==> src/sv/tgarle_pkg.sv <==
// Shared types and constants of the TGA run-length pixel decoder.
// No dependencies; the other files of the block that use it refer to it by scoped names.
package tgarle_pkg;

    localparam int unsigned CFG_IDX_W  = 3;
    localparam int unsigned CFG_DATA_W = 16;
    localparam int unsigned DIM_W      = 16;
    localparam int unsigned PIX_CNT_W  = 32;

    // Configuration register indexes.
    localparam logic [CFG_IDX_W-1:0] CFG_COMPRESSED = 3'd0;
    localparam logic [CFG_IDX_W-1:0] CFG_BPP        = 3'd1;
    localparam logic [CFG_IDX_W-1:0] CFG_WIDTH      = 3'd2;
    localparam logic [CFG_IDX_W-1:0] CFG_HEIGHT     = 3'd3;

    // Only a pixel size of four bytes is special; any other code means three.
    localparam logic [2:0] BPP_WIDE  = 3'd4;
    localparam logic [2:0] BPP_RESET = 3'd3;

    typedef struct packed {
        logic                 coded;
        logic                 wide_pixel;
    } t_cfg;

    typedef struct packed {
        logic [PIX_CNT_W-1:0] pixels_remaining;
        logic [7:0]           packet_left;
        logic                 packet_is_run;
        logic                 awaiting_header;
        logic [1:0]           byte_in_pixel;
        logic [23:0]          partial_pixel;
    } t_state;

    typedef struct packed {
        logic [7:0] red;
        logic [7:0] green;
        logic [7:0] blue;
        logic [7:0] alpha;
        logic [7:0] repeat_count;
        logic       last_pixel;
    } t_pix;

    localparam t_state STATE_RESET = '{
        pixels_remaining: '0,
        packet_left:      '0,
        packet_is_run:    1'b0,
        awaiting_header:  1'b1,
        byte_in_pixel:    '0,
        partial_pixel:    '0
    };

    // Limits a pixel count to the pixels still left in the image.
    function automatic logic [7:0] clip_count(input logic [7:0] cnt,
                                              input logic [PIX_CNT_W-1:0] remaining);
        logic [7:0] res;
        begin
            if (remaining < {{(PIX_CNT_W-8){1'b0}}, cnt}) begin
                res = remaining[7:0];
            end else begin
                res = cnt;
            end
            return res;
        end
    endfunction

endpackage

==> src/sv/tgarle_pix_if.sv <==
// Input channel of the decoder: one stream byte per item.
// Depends on nothing.
interface tgarle_pix_if;
    logic       valid;
    logic       ready;
    logic [7:0] data_byte;
    logic       image_start;

    modport source (output valid, output data_byte, output image_start, input ready);
    modport sink   (input valid, input data_byte, input image_start, output ready);
endinterface

==> src/sv/tgarle_rgba_if.sv <==
// Output channel of the decoder: one decoded pixel with repeat count per item.
// Depends on nothing.
interface tgarle_rgba_if;
    logic       valid;
    logic       ready;
    logic [7:0] red;
    logic [7:0] green;
    logic [7:0] blue;
    logic [7:0] alpha;
    logic [7:0] repeat_count;
    logic       last_pixel;

    modport source (output valid, output red, output green, output blue, output alpha,
                    output repeat_count, output last_pixel, input ready);
    modport sink   (input valid, input red, input green, input blue, input alpha,
                    input repeat_count, input last_pixel, output ready);
endinterface

==> src/sv/tgarle_cfg_if.sv <==
// Configuration write channel: register index and write data per item.
// Uses the widths of tgarle_pkg.
interface tgarle_cfg_if;
    logic                                valid;
    logic                                ready;
    logic [tgarle_pkg::CFG_IDX_W-1:0]    index;
    logic [tgarle_pkg::CFG_DATA_W-1:0]   data;

    modport source (output valid, output index, output data, input ready);
    modport sink   (input valid, input index, input data, output ready);
endinterface

==> src/sv/tgarle_step.sv <==
// Per-byte decode step: next decoder state and the pixel that a byte completes.
// Purely combinational; uses the types of tgarle_pkg.
module tgarle_step (
    input  tgarle_pkg::t_cfg                        i_cfg,
    input  logic [tgarle_pkg::PIX_CNT_W-1:0]        i_image_pixels,
    input  tgarle_pkg::t_state                      i_state,
    input  logic [7:0]                              i_data_byte,
    input  logic                                    i_image_start,
    output tgarle_pkg::t_state                      o_next_state,
    output logic                                    o_emit,
    output tgarle_pkg::t_pix                        o_pix
);

    tgarle_pkg::t_state s;
    tgarle_pkg::t_state nxt;
    logic [1:0]         last_idx;
    logic [7:0]         cnt;
    logic [7:0]         alpha;

    always_comb begin
        s = i_state;
        if (i_image_start) begin
            s = tgarle_pkg::STATE_RESET;
            s.pixels_remaining = i_image_pixels;
        end

        nxt      = s;
        o_emit   = 1'b0;
        cnt      = 8'd1;
        alpha    = 8'd0;
        last_idx = i_cfg.wide_pixel ? 2'd3 : 2'd2;

        if (s.pixels_remaining == '0) begin
            // No image active: the byte is dropped.
            nxt = s;
        end else if (i_cfg.coded && s.awaiting_header) begin
            if (!i_data_byte[7]) begin
                nxt.packet_left   = {1'b0, i_data_byte[6:0]} + 8'd1;
                nxt.packet_is_run = 1'b0;
            end else begin
                // Header minus 127 is the low seven bits plus one.
                nxt.packet_left   = tgarle_pkg::clip_count({1'b0, i_data_byte[6:0]} + 8'd1,
                                                           s.pixels_remaining);
                nxt.packet_is_run = 1'b1;
            end
            nxt.awaiting_header = 1'b0;
            nxt.byte_in_pixel   = 2'd0;
        end else if (s.byte_in_pixel < last_idx) begin
            case (s.byte_in_pixel)
                2'd0: nxt.partial_pixel[7:0]   = i_data_byte;
                2'd1: nxt.partial_pixel[15:8]  = i_data_byte;
                2'd2: nxt.partial_pixel[23:16] = i_data_byte;
                default: nxt.partial_pixel = s.partial_pixel;
            endcase
            nxt.byte_in_pixel = s.byte_in_pixel + 2'd1;
        end else begin
            if (i_cfg.wide_pixel) begin
                alpha = i_data_byte;
            end else if (s.byte_in_pixel == 2'd2) begin
                nxt.partial_pixel[23:16] = i_data_byte;
            end
            nxt.byte_in_pixel = 2'd0;

            if (i_cfg.coded && s.packet_is_run) begin
                cnt = (s.packet_left == 8'd0) ? 8'd1 : s.packet_left;
                cnt = tgarle_pkg::clip_count(cnt, s.pixels_remaining);
                nxt.packet_left     = 8'd0;
                nxt.awaiting_header = 1'b1;
            end else if (i_cfg.coded) begin
                if (s.packet_left != 8'd0) begin
                    nxt.packet_left = s.packet_left - 8'd1;
                end
                if (nxt.packet_left == 8'd0) begin
                    nxt.awaiting_header = 1'b1;
                end
            end

            nxt.pixels_remaining = s.pixels_remaining
                                 - {{(tgarle_pkg::PIX_CNT_W-8){1'b0}}, cnt};
            o_emit = 1'b1;
        end

        o_next_state       = nxt;
        o_pix.red          = nxt.partial_pixel[23:16];
        o_pix.green        = nxt.partial_pixel[15:8];
        o_pix.blue         = nxt.partial_pixel[7:0];
        o_pix.alpha        = alpha;
        o_pix.repeat_count = cnt;
        o_pix.last_pixel   = (nxt.pixels_remaining == '0);
    end

endmodule

==> src/sv/tga_rle_pixel_decoder.sv <==
// Top level of the TGA true-color pixel-data decoder, raw or run-length coded.
// Uses tgarle_pkg, the three channel interfaces and tgarle_step.
//
// The block takes the pixel-data bytes of an image on i_pix, one byte per item,
// with image_start raised on the first byte of each image. It gives each completed
// pixel on o_pix as red, green, blue and alpha, with the number of consecutive
// pixels of that color and a mark on the pixel that finishes the image. Bytes
// that arrive while no image is active are dropped without a result.
//
// Configuration arrives on i_cfg (index 0 coded mode, 1 bytes per pixel, 2 width,
// 3 height) and is always ready. Writes must be made while no item is in flight;
// the block does not enforce this. One 16 x 16 multiplier forms the pixel count
// width * height as width or height is written, so none sits in the per-byte path.
//
// Throughput is one byte per cycle while no stalled result blocks the pipe. A byte
// is decoded by the combinational step while it sits in the input register, and
// its pixel, if any, is loaded into the output register as the byte leaves it.
// When the receiver stalls, a result waits in the output register; bytes that
// complete no pixel keep flowing, and the pipe stops only when a byte would
// produce a second result.
// Reset restores the register defaults (coded, 3 bytes, 1 x 1) and leaves no
// image active until the next image_start.
module tga_rle_pixel_decoder (
    input  logic           i_clk,
    input  logic           i_rst_n,
    tgarle_cfg_if.sink     i_cfg,
    tgarle_pix_if.sink     i_pix,
    tgarle_rgba_if.source  o_pix
);

    // Configuration registers.
    logic                               r_cfg_coded;
    logic [2:0]                         r_cfg_bpp;
    logic [tgarle_pkg::DIM_W-1:0]       r_width;
    logic [tgarle_pkg::DIM_W-1:0]       r_height;
    logic [tgarle_pkg::PIX_CNT_W-1:0]   r_image_pixels;
    logic [tgarle_pkg::DIM_W-1:0]       n_width;
    logic [tgarle_pkg::DIM_W-1:0]       n_height;
    logic                               cfg_we;

    // Input register, decoder state and output register.
    logic                               r_in_vld;
    logic [7:0]                         r_in_byte;
    logic                               r_in_start;
    tgarle_pkg::t_state                 r_state;
    logic                               r_out_vld;
    tgarle_pkg::t_pix                   r_out;

    tgarle_pkg::t_cfg                   cfg;
    tgarle_pkg::t_state                 n_state;
    tgarle_pkg::t_pix                   step_pix;
    logic                               step_emit;
    logic                               advance;

    assign i_cfg.ready = 1'b1;
    assign cfg_we      = i_cfg.valid && i_cfg.ready;

    // The multiplier sees the value being written so the count is current at once.
    always_comb begin
        n_width  = r_width;
        n_height = r_height;
        if (cfg_we && (i_cfg.index == tgarle_pkg::CFG_WIDTH)) begin
            n_width = i_cfg.data;
        end
        if (cfg_we && (i_cfg.index == tgarle_pkg::CFG_HEIGHT)) begin
            n_height = i_cfg.data;
        end
    end

    always_ff @(posedge i_clk) begin
        if (!i_rst_n) begin
            r_cfg_coded    <= 1'b1;
            r_cfg_bpp      <= tgarle_pkg::BPP_RESET;
            r_width        <= 16'd1;
            r_height       <= 16'd1;
            r_image_pixels <= 32'd1;
        end else if (cfg_we) begin
            case (i_cfg.index)
                tgarle_pkg::CFG_COMPRESSED: r_cfg_coded <= i_cfg.data[0];
                tgarle_pkg::CFG_BPP:        r_cfg_bpp   <= i_cfg.data[2:0];
                tgarle_pkg::CFG_WIDTH:      r_width     <= i_cfg.data;
                tgarle_pkg::CFG_HEIGHT:     r_height    <= i_cfg.data;
                default:                    r_cfg_coded <= r_cfg_coded;
            endcase
            r_image_pixels <= 32'(n_width) * 32'(n_height);
        end
    end

    assign cfg = '{coded:      r_cfg_coded,
                   wide_pixel: (r_cfg_bpp == tgarle_pkg::BPP_WIDE)};

    tgarle_step u_step (
        .i_cfg          (cfg),
        .i_image_pixels (r_image_pixels),
        .i_state        (r_state),
        .i_data_byte    (r_in_byte),
        .i_image_start  (r_in_start),
        .o_next_state   (n_state),
        .o_emit         (step_emit),
        .o_pix          (step_pix)
    );

    // A byte leaves the input register unless it makes a pixel while the
    // output register still holds one that is not taken.
    assign advance     = r_in_vld && (!step_emit || !r_out_vld || o_pix.ready);
    assign i_pix.ready = !r_in_vld || advance;

    always_ff @(posedge i_clk) begin
        if (!i_rst_n) begin
            r_in_vld <= 1'b0;
        end else if (i_pix.ready) begin
            r_in_vld <= i_pix.valid;
        end
    end

    always_ff @(posedge i_clk) begin
        if (i_pix.valid && i_pix.ready) begin
            r_in_byte  <= i_pix.data_byte;
            r_in_start <= i_pix.image_start;
        end
    end

    always_ff @(posedge i_clk) begin
        if (!i_rst_n) begin
            r_state <= tgarle_pkg::STATE_RESET;
        end else if (advance) begin
            r_state <= n_state;
        end
    end

    always_ff @(posedge i_clk) begin
        if (!i_rst_n) begin
            r_out_vld <= 1'b0;
        end else if (advance && step_emit) begin
            r_out_vld <= 1'b1;
        end else if (o_pix.ready) begin
            r_out_vld <= 1'b0;
        end
    end

    always_ff @(posedge i_clk) begin
        if (advance && step_emit) begin
            r_out <= step_pix;
        end
    end

    assign o_pix.valid        = r_out_vld;
    assign o_pix.red          = r_out.red;
    assign o_pix.green        = r_out.green;
    assign o_pix.blue         = r_out.blue;
    assign o_pix.alpha        = r_out.alpha;
    assign o_pix.repeat_count = r_out.repeat_count;
    assign o_pix.last_pixel   = r_out.last_pixel;

endmodule

==> src/flat_wrapper.sv <==
// flat-port wrapper written by rule: the top's interface ports become plain ports
module tga_rle_pixel_decoder_flat 
  (i_clk, i_rst_n, i_cfg_valid, i_cfg_index, i_cfg_data, i_cfg_ready, i_pix_valid, i_pix_data_byte, i_pix_image_start, i_pix_ready, o_pix_valid, o_pix_red, o_pix_green, o_pix_blue, o_pix_alpha, o_pix_repeat_count, o_pix_last_pixel, o_pix_ready);
  tgarle_cfg_if i_cfg_i ();
  tgarle_pix_if i_pix_i ();
  tgarle_rgba_if o_pix_i ();
  input  logic i_clk;
  input  logic i_rst_n;
  input wire logic [$bits(i_cfg_i.valid)-1:0] i_cfg_valid;
  input wire logic [$bits(i_cfg_i.index)-1:0] i_cfg_index;
  input wire logic [$bits(i_cfg_i.data)-1:0] i_cfg_data;
  output wire logic [$bits(i_cfg_i.ready)-1:0] i_cfg_ready;
  input wire logic [$bits(i_pix_i.valid)-1:0] i_pix_valid;
  input wire logic [$bits(i_pix_i.data_byte)-1:0] i_pix_data_byte;
  input wire logic [$bits(i_pix_i.image_start)-1:0] i_pix_image_start;
  output wire logic [$bits(i_pix_i.ready)-1:0] i_pix_ready;
  output wire logic [$bits(o_pix_i.valid)-1:0] o_pix_valid;
  output wire logic [$bits(o_pix_i.red)-1:0] o_pix_red;
  output wire logic [$bits(o_pix_i.green)-1:0] o_pix_green;
  output wire logic [$bits(o_pix_i.blue)-1:0] o_pix_blue;
  output wire logic [$bits(o_pix_i.alpha)-1:0] o_pix_alpha;
  output wire logic [$bits(o_pix_i.repeat_count)-1:0] o_pix_repeat_count;
  output wire logic [$bits(o_pix_i.last_pixel)-1:0] o_pix_last_pixel;
  input wire logic [$bits(o_pix_i.ready)-1:0] o_pix_ready;
  assign i_cfg_i.valid = i_cfg_valid;
  assign i_cfg_i.index = i_cfg_index;
  assign i_cfg_i.data = i_cfg_data;
  assign i_cfg_ready = i_cfg_i.ready;
  assign i_pix_i.valid = i_pix_valid;
  assign i_pix_i.data_byte = i_pix_data_byte;
  assign i_pix_i.image_start = i_pix_image_start;
  assign i_pix_ready = i_pix_i.ready;
  assign o_pix_valid = o_pix_i.valid;
  assign o_pix_red = o_pix_i.red;
  assign o_pix_green = o_pix_i.green;
  assign o_pix_blue = o_pix_i.blue;
  assign o_pix_alpha = o_pix_i.alpha;
  assign o_pix_repeat_count = o_pix_i.repeat_count;
  assign o_pix_last_pixel = o_pix_i.last_pixel;
  assign o_pix_i.ready = o_pix_ready;
  tga_rle_pixel_decoder u_core (.i_clk(i_clk), .i_rst_n(i_rst_n), .i_cfg(i_cfg_i), .i_pix(i_pix_i), .o_pix(o_pix_i));
endmodule
==> config.mk <==
export PLATFORM = sky130hd
export DESIGN_NAME = tga_rle_pixel_decoder_flat
export DESIGN_NICKNAME = d
export VERILOG_FILES = /design/src/sv/tgarle_pkg.sv /design/src/sv/tgarle_pix_if.sv /design/src/sv/tgarle_rgba_if.sv /design/src/sv/tgarle_cfg_if.sv /design/src/sv/tgarle_step.sv /design/src/sv/tga_rle_pixel_decoder.sv /design/src/flat_wrapper.sv
export SDC_FILE = /design/constraint.sdc
export NUM_CORES = 1
export LEC_CHECK = 0
export ABC_AREA = 1
export BUFFER_PORTS_ARGS = -buffer_cell sky130_fd_sc_hd__clkbuf_2
export CAP_MARGIN = 40
export CORE_ASPECT_RATIO = 1.2
export CORE_MARGIN = 1.5
export CORE_UTILIZATION = 55
export CTS_CLUSTER_SIZE = 14
export DETAILED_ROUTE_END_ITERATION = 7
export PLACE_DENSITY = 0.68
export SLEW_MARGIN = 30
export SYNTH_ARGS = -nofsm -noshare
export SYNTH_HDL_FRONTEND = slang
export SYNTH_SLANG_ARGS = --single-unit
export TNS_END_PERCENT = 10
==> constraint.sdc <==
create_clock -name i_clk -period 15.2 [get_ports i_clk]
set_input_delay 0.76 -clock i_clk [delete_from_list [all_inputs] [get_ports i_clk]]
set_output_delay 0.76 -clock i_clk [all_outputs]
set_load 0.1 [all_outputs]
==> impl_results.md, run 1 <==
* Synth cell types at 53
* Post-CTS Hold Fix Bufs at 0
* Core Area at roughly 0.033 mm²
* Chip Height at 205 µm
* Register clock-pin slew on the reported worst setup and hold paths at approximately 0.080 ns
* Synth-to-layout area growth at 6.84%
* Power Total at 1.42 mW
* Max-cap violation count at 0
* Clk Latency, worst-skew pair at between 0.4 and 0.5 ns
* Crit path kind: in2reg
* Delay of the slowest cell on the worst path at ~0.65 ns
* Final period utilization at a little over half
* H-tree levels at 4
* Worst Path Required at about 16 ns
* NetSw at approximately 0.51 mW
* Sequential share of the synthesized area at a little under a quarter
* Pwr/cell area at around 71 mW/mm²
* Final setup TNS at 0 ns
* Crit start category: input port
* R2r setup slk at a little under 9 ns
* Final setup vio count at 0
* Die ar. at 0.0353 mm²
* #FFs+latches synth at roughly 190
* Worst Tran Pin Value at 0.822 ns
* Synth warnings at 0
* Initial Util at between 50 and 60%
* Dominant synthesized flop cell: dfxtp_1
* Slowest cell on crit path: fa_1
* First-pass GRT wire length at 85,100 µm
* Vias in the first global route at 15.9k
* Crit-path most repeated cell: fa_1
* Final Routed Wirelength at between 50,000 and 60,000 µm
* Flop pwr share at between 30% and 40%
* Filler cell count at between 3k and 4k
* Metal3 WL at 1950 µm
* Run status: finished, final reports clean
* CTS Sinks at between 150 and 200
* DRT antenna net count at 0
* RePlAce Congestion at approximately 0.96
* Post-CTS Setup Inserts at 0
* Comb pwr share at 29.2%
* Syn Nets at between 2k and 3k
* Cells after Synth at between 2k and 3k
* Drt drc at 0
* Footprint of the multi-input gates at between 0.01 and 0.015 mm²
* CTS tree: done
* Hold Vio Cnt, Final at 0
* Num ports at 77
* HP Class: reg2reg
* Die width at between 150 and 200 µm
* Final Util at about three fifths
* Crit path max fanout at 55
* Sequential cell area at 0.00426 mm²
* DR pass1 iterations at 5
* PostCTS Resize Cnt at 0
* Cell Area, Synth at 0.0188 mm²
* Setup Skew at 0.0187 ns
* Sw Ratio at a little over a third
* Row count at 73
* Routed length per instance at 18.0 µm
* GRT Total Usage at 31.9%
* Clock power share at between 30% and 40%
* GRT overflow at 0
* Via density per instance at between 5 and 6
* Share of layout cells above drive strength 1 at ~8.1%
* Number of enable flip-flop cells after synthesis at 50
* Largest net degree at the start of global routing at 76
* I/O Buffers at between 70 and 80
* ANT cells at 0
* Peak supply drop at around 0.000088 V
* RSZ-0062 raised after global routing: false
* Pint at 0.903 mW
* TritonCTS buffer count at 17
* FMAX at 122 MHz
* Metal2 WL at between 20,000 and 30,000 µm
* Longest Clk Path Bufs at 2
* Slew HR at between 40% and 50%
* Root Driver: clkbuf_16
* Worst setup EP type: flop
* Leakage at 10.1 nW
* Arr. time, crit path at ~8.6 ns
* Initial antenna violation count at 0
* Pins Over Slew Limit at 0
* Via Count at 16.1k
* FFs w/ async S/R, synth at 0%
* Number of nets in the layout at approximately 2.9k
* Top Layer Used: met4
* Syn avg cell area at approximately 7.5 µm²
* Tmin final at approximately 8.2 ns
* DP HPWL at roughly 43,000 µm
* DR iter-0 viols at 1,228
* M1 WL at 21,800 µm
cell usage after synthesis (5+ instances only):
cell type / instances / area (µm²)
nand3_1: 70 / 350
nor3_1: 10 / 50.1
ha_1: 132 / 1650
edfxtp_1: 50 / 1500
o211ai_1: 18 / 135
o21ai_0: 137 / 686
a31oi_1: 7 / 43.8
xor2_1: 29 / 254
clkbuf_1: 46 / 173
o21ai_1: 47 / 235
nand3b_1: 7 / 52.6
o21bai_1: 7 / 52.6
nand2_1: 551 / 2070
xnor2_1: 13 / 114
buf_2: 13 / 65.1
buf_1: 5 / 18.8
nor2_2: 8 / 50.1
fa_1: 195 / 3900
inv_2: 5 / 18.8
or2_2: 16 / 100
clkinv_1: 7 / 26.3
buf_6: 17 / 191
dfxtp_1: 138 / 2760
nand2_2: 9 / 56.3
nor2_4: 5 / 56.3
nand4_1: 24 / 150
a211oi_2: 10 / 125
buf_4: 5 / 37.5
nor2_1: 296 / 1110
a21oi_1: 124 / 621
inv_1: 479 / 1800
path summary, 6_finish.rpt:
kind	startpoint	endpoint	depth (start not counted)
worst max register to register	u_core.r_width[10]	u_core.r_image_pixels[26]	28
worst max-delay path	i_cfg_valid	u_core.r_image_pixels[29]	30
worst min register to register	u_core.r_state[51]	u_core.r_state[51]	2
worst min-delay path	u_core.r_state[51]	u_core.r_state[51]	2
layout make-up:
cell class,count,share of cell area [%]
inverters,494,9.28
clock buffers,17,2.12
multi-input cells,1749,60.6
repair buffers,105,3.10
clock inverters,15,0.866
flip-flops and latches,188,21.2
well taps,450,2.80
state kept, by name, summed over array words and instances, names as in the netlist, 8 cells and up:
| register | count |
|---|---|
| u_core.o_pix.red | 8 |
| u_core.r_width | 16 |
| u_core.r_state | 68 |
| u_core.o_pix.green | 8 |
| u_core.o_pix.blue | 8 |
| u_core.o_pix.repeat_count | 8 |
| u_core.r_height | 16 |
| u_core.r_in_byte | 8 |
| u_core.o_pix.alpha | 8 |
| u_core.r_image_pixels | 32 |
placed cells by master (no fill, tap or decap), types with 50 or more instances in the layout:
master and count:
nand2_1 551, inv_1 479, nor2_1 296, fa_1 195
dfxtp_1 138, o21ai_0 137, ha_1 132, a21oi_1 124
clkbuf_2 75, nand3_1 70, edfxtp_1 50
critical path: cells and delay by family:
kind	cells	cell delay, ns
AOI/OAI and AO/OA	7	1.58
and+or+nand+nor	7	1.05
buffers and inverters	9	1.72
adders and majority gates	7	3.42
per-stage QoR:
step / cells / area (µm²) / hold slack, ns / setup WS [ns]
finish: 3018 / 20100 / 0.461 / 7.00
global route: 3018 / 20100 / 0.455 / 6.44
CTS: 3015 / 20000 / 0.450 / 6.47
detailed placement: 2983 / 19400 / 0.444 / 6.00
global placement: 2980 / 19400 / 0.442 / 6.27
floorplan: 2518 / 18800 / 0.429 / 8.25
power groups by stage:
stage                     clock network (mW)  registers, mW  logic [mW]
after floorplan                            0          0.555       0.299
after global placement                     0          0.557       0.403
after detailed placement                   0          0.558       0.408
after CTS                              0.462          0.546       0.411
after global routing                   0.480          0.548       0.466
final                                  0.456          0.546       0.414
per-layer routing:
layer / track usage (%) / up-vias
met1: 37.8 / 7767
met3: 2.89 / 115
met4: 17.8 / 0
met2: 56.5 / 395
met5: 0 / -
li1: - / 7847
cell families after synthesis:
kind of cell | share of synthesized area, %
simple gates | 22.2
buf+inv | 12.6
compound gates | 10.9
fa+ha+maj | 29.6
flops | 22.7
xor+xnor | 1.96
other cells | 0.0200
No activity file was read; power rests on OpenSTA's default activity.
==> run 2: changes to the inputs <==
- clock period: 15.2 -> 8.3 ns (I/O delays scaled with it)
==> run 2 against run 1 <==
  * Die area stayed put
  * Clock-buffer cell count rose by 3
  * Hold slack worse by 0.32 ns
  * First-iteration DRC count down 2.2%
  * Sequential power grew 83%
  * Total power grew 82%
  * Utilization grew 0.25 points
  * Sequential share of layout area down 0.088 points
  * Sequential cell count unchanged
  * Register-to-register slack got worse by 6.8 ns
  * Critical path depth grew 1
  * Clock power up 79%
  * Critical endpoint is now u_core.r_image_pixels[26]
  * Largest cell class unchanged
  * Largest power group unchanged
==> impl_results.md, run 2 (synthesis results as in run 1) <==
* I/O Buffers at 75 (unchanged)
* Delay of the slowest cell on the worst path at 0.65 ns (about the same)
* DR pass1 iterations at 5 (unchanged)
* Slew HR at 54.8% (+9.6 points)
* GRT Total Usage at 30.7% (-1.2 points)
* Final setup vio count at 0 (unchanged)
* Max reg flops at 68 (unchanged)
* Vias in the first global route at 15.9k (+0.31%)
* Number of nets in the layout at 2,927 (+0.41%)
* ANT cells at 0 (unchanged)
* Peak supply drop at 0.000136 V (+54%)
* Hold Vio Cnt, Final at 0 (unchanged)
* Leakage at 10.1 nW (+0.58%)
* Hold_ws at 0.146 ns (-0.315 ns)
* Clk Latency, worst-skew pair at 0.45 ns (-0.02 ns)
* Via Count at 16.3k (+1.1%)
* Initial Util at 56.2% (unchanged)
* Post-CTS Setup Inserts at 0 (unchanged)
* Chip Height at 205 µm (unchanged)
* Longest Clk Path Bufs at 2 (unchanged)
* DR iter-0 viols at 1,201 (-2.2%)
* Die width at 172 µm (unchanged)
* Design Area, Final at 0.0202 mm² (+0.42%)
* Core Area at 0.0334 mm² (unchanged)
* DP Area at 0.0196 mm² (+0.71%)
* Max-cap violation count at 0 (unchanged)
* HP Class: in2reg
* Most common cell after layout, fill and taps aside: nand2_1
* HP Start: i_pix_data_byte[3]
* Pins Over Slew Limit at 0 (unchanged)
* Hold Path Depth at 1 (-1)
* Setup Skew at 0.0150 ns (-0.00368 ns)
* PostCTS Resize Cnt at 0 (unchanged)
* Worst R2R End: u_core.r_image_pixels[26]
* CTS Sinks at 188 (unchanged)
* Post-CTS Hold Fix Bufs at 0 (unchanged)
* Crit path max fanout at 20 (-64%)
* Register clock-pin slew on the reported worst setup and hold paths at 0.08 ns (about the same)
* Slowest cell on crit path: nand3_1
* Crit-path most repeated cell: inv_1
* Path depth of the worst reg2reg path at 28 (unchanged)
* Worst setup EP type: flop
* Num ports at 77 (unchanged)
* Die ar. at 0.0353 mm² (unchanged)
* Share of layout cells above drive strength 1 at 8.57% (+0.47 points)
* Top flop regs: u_core.r_state: 68 flops, u_core.r_image_pixels: 32 flops
* Synth-to-layout area growth at 7.28%
* Initial antenna violation count at 0 (unchanged)
* Crit-path leading delay family: adder cells
* DP HPWL at 41,100 µm (-4.0%)
* Via density per instance at 5.38 (+0.73%)
* TritonCTS buffer count at 17 (unchanged)
* R2r setup slk at 1.89 ns (-6.77 ns)
* Critical path buffer and inverter count at 9 (unchanged)
* Final period utilization at 88.9%
* Worst flop-to-flop path startpoint: u_core.r_width[11]
* Fin cells at 3,030 (+0.40%)
* Worst Path Required at 8.65 ns (-6.92 ns)
* First-pass GRT wire length at 83,200 µm (-2.2%)
* Tmin final at ~7.4 ns
* Largest net degree at the start of global routing at 57 (-25%)
* Worst hold endpoint: u_core.r_in_byte[3]
* Inst Count DP at 2,998 (+0.50%)
* Final setup TNS at 0 ns (unchanged)
* CTS tree: done
* Crit start category: input port
* Final Routed Wirelength at 51,800 µm (-4.5%)
* FMAX at about 140 MHz
* RePlAce Congestion at 0.967 (+0.36%)
* Drt drc at 0 (unchanged)
* DRT antenna net count at 0 (unchanged)
* H-tree levels at 4 (unchanged)
* Most frequent cells in the layout: nand2_1 (551), inv_1 (479), nor2_1 (296), fa_1 (195), dfxtp_1 (138)
* Row count at 73 (unchanged)
* Largest Register: u_core.r_state
* Worst Tran Pin Value at 0.677 ns (-0.145 ns)
* Pwr/cell area at 128 mW/mm² (+81%)
* Arr. time, crit path at 7.73 ns (-0.83 ns)
* RSZ-0062 raised after global routing: false
* Routed length per instance at 17.1 µm (-4.9%)
* Crit path kind: in2reg
* Run status: finished, final reports clean
* Root Driver: clkbuf_16
* GRT overflow at 0 (unchanged)
==> run 2: report_power, final <==
| part | leakage, nW | internal, mW | total (mW) | switching [mW] |
|---|---|---|---|---|
| combinational | 8.20 | 0.246 | 0.757 | 0.511 |
| clock | 0.288 | 0.415 | 0.817 | 0.402 |
| sequential | 1.66 | 0.982 | 1.00 | 0.0194 |
| total | 10.1 | 1.64 | 2.58 | 0.933 |
==> run 2: cell type report <==
| class | count | area [µm²] |
|---|---|---|
| inverters | 494 | 1860 |
| multi-input cells | 1749 | 12200 |
| repair buffers | 117 | 728 |
| clock inverters | 12 | 121 |
| clock buffers | 20 | 457 |
| flip-flops and latches | 188 | 4260 |
| fillers | 3138 | 13300 |
| well taps | 450 | 563 |
==> run 2: per-stage QoR <==
step | util [%] | worst slack (ns) | power, mW
2_1_floorplan | - | 1.70 | 1.56
3_3_place_gp | 58.4 | 0.523 | 1.76
3_5_place_dp | 58.6 | 0.468 | 1.77
4_1_cts | 60.3 | 0.952 | 2.59
5_1_grt | 60.3 | 0.397 | 2.72
6_report | 60.3 | 0.924 | 2.58
==> run 2: per-layer routing <==
metal / GRT usage (%) / vias to the layer above / routed length, µm
li1: - / 7865 / -
met1: 38.0 / 7803 / 20900
met2: 53.6 / 524 / 26000
met3: 2.79 / 114 / 2410
met4: 15.2 / 0 / 2500
met5: 0 / - / 0
==> run 2: how the worst max path moves through the flow <==
stage / end / slack, ns / depth (start not counted) / from
final: u_core.r_image_pixels[26] / 0.92 / 31 / i_cfg_valid
after global routing: u_core.r_image_pixels[24] / 0.40 / 28 / i_cfg_valid
after CTS: u_core.r_image_pixels[26] / 0.95 / 31 / i_cfg_valid
after detailed placement: u_core.r_image_pixels[26] / 0.47 / 31 / i_cfg_valid
after global placement: u_core.r_image_pixels[26] / 0.52 / 31 / i_cfg_valid
after floorplan: u_core.r_image_pixels[24] / 1.70 / 29 / i_cfg_valid
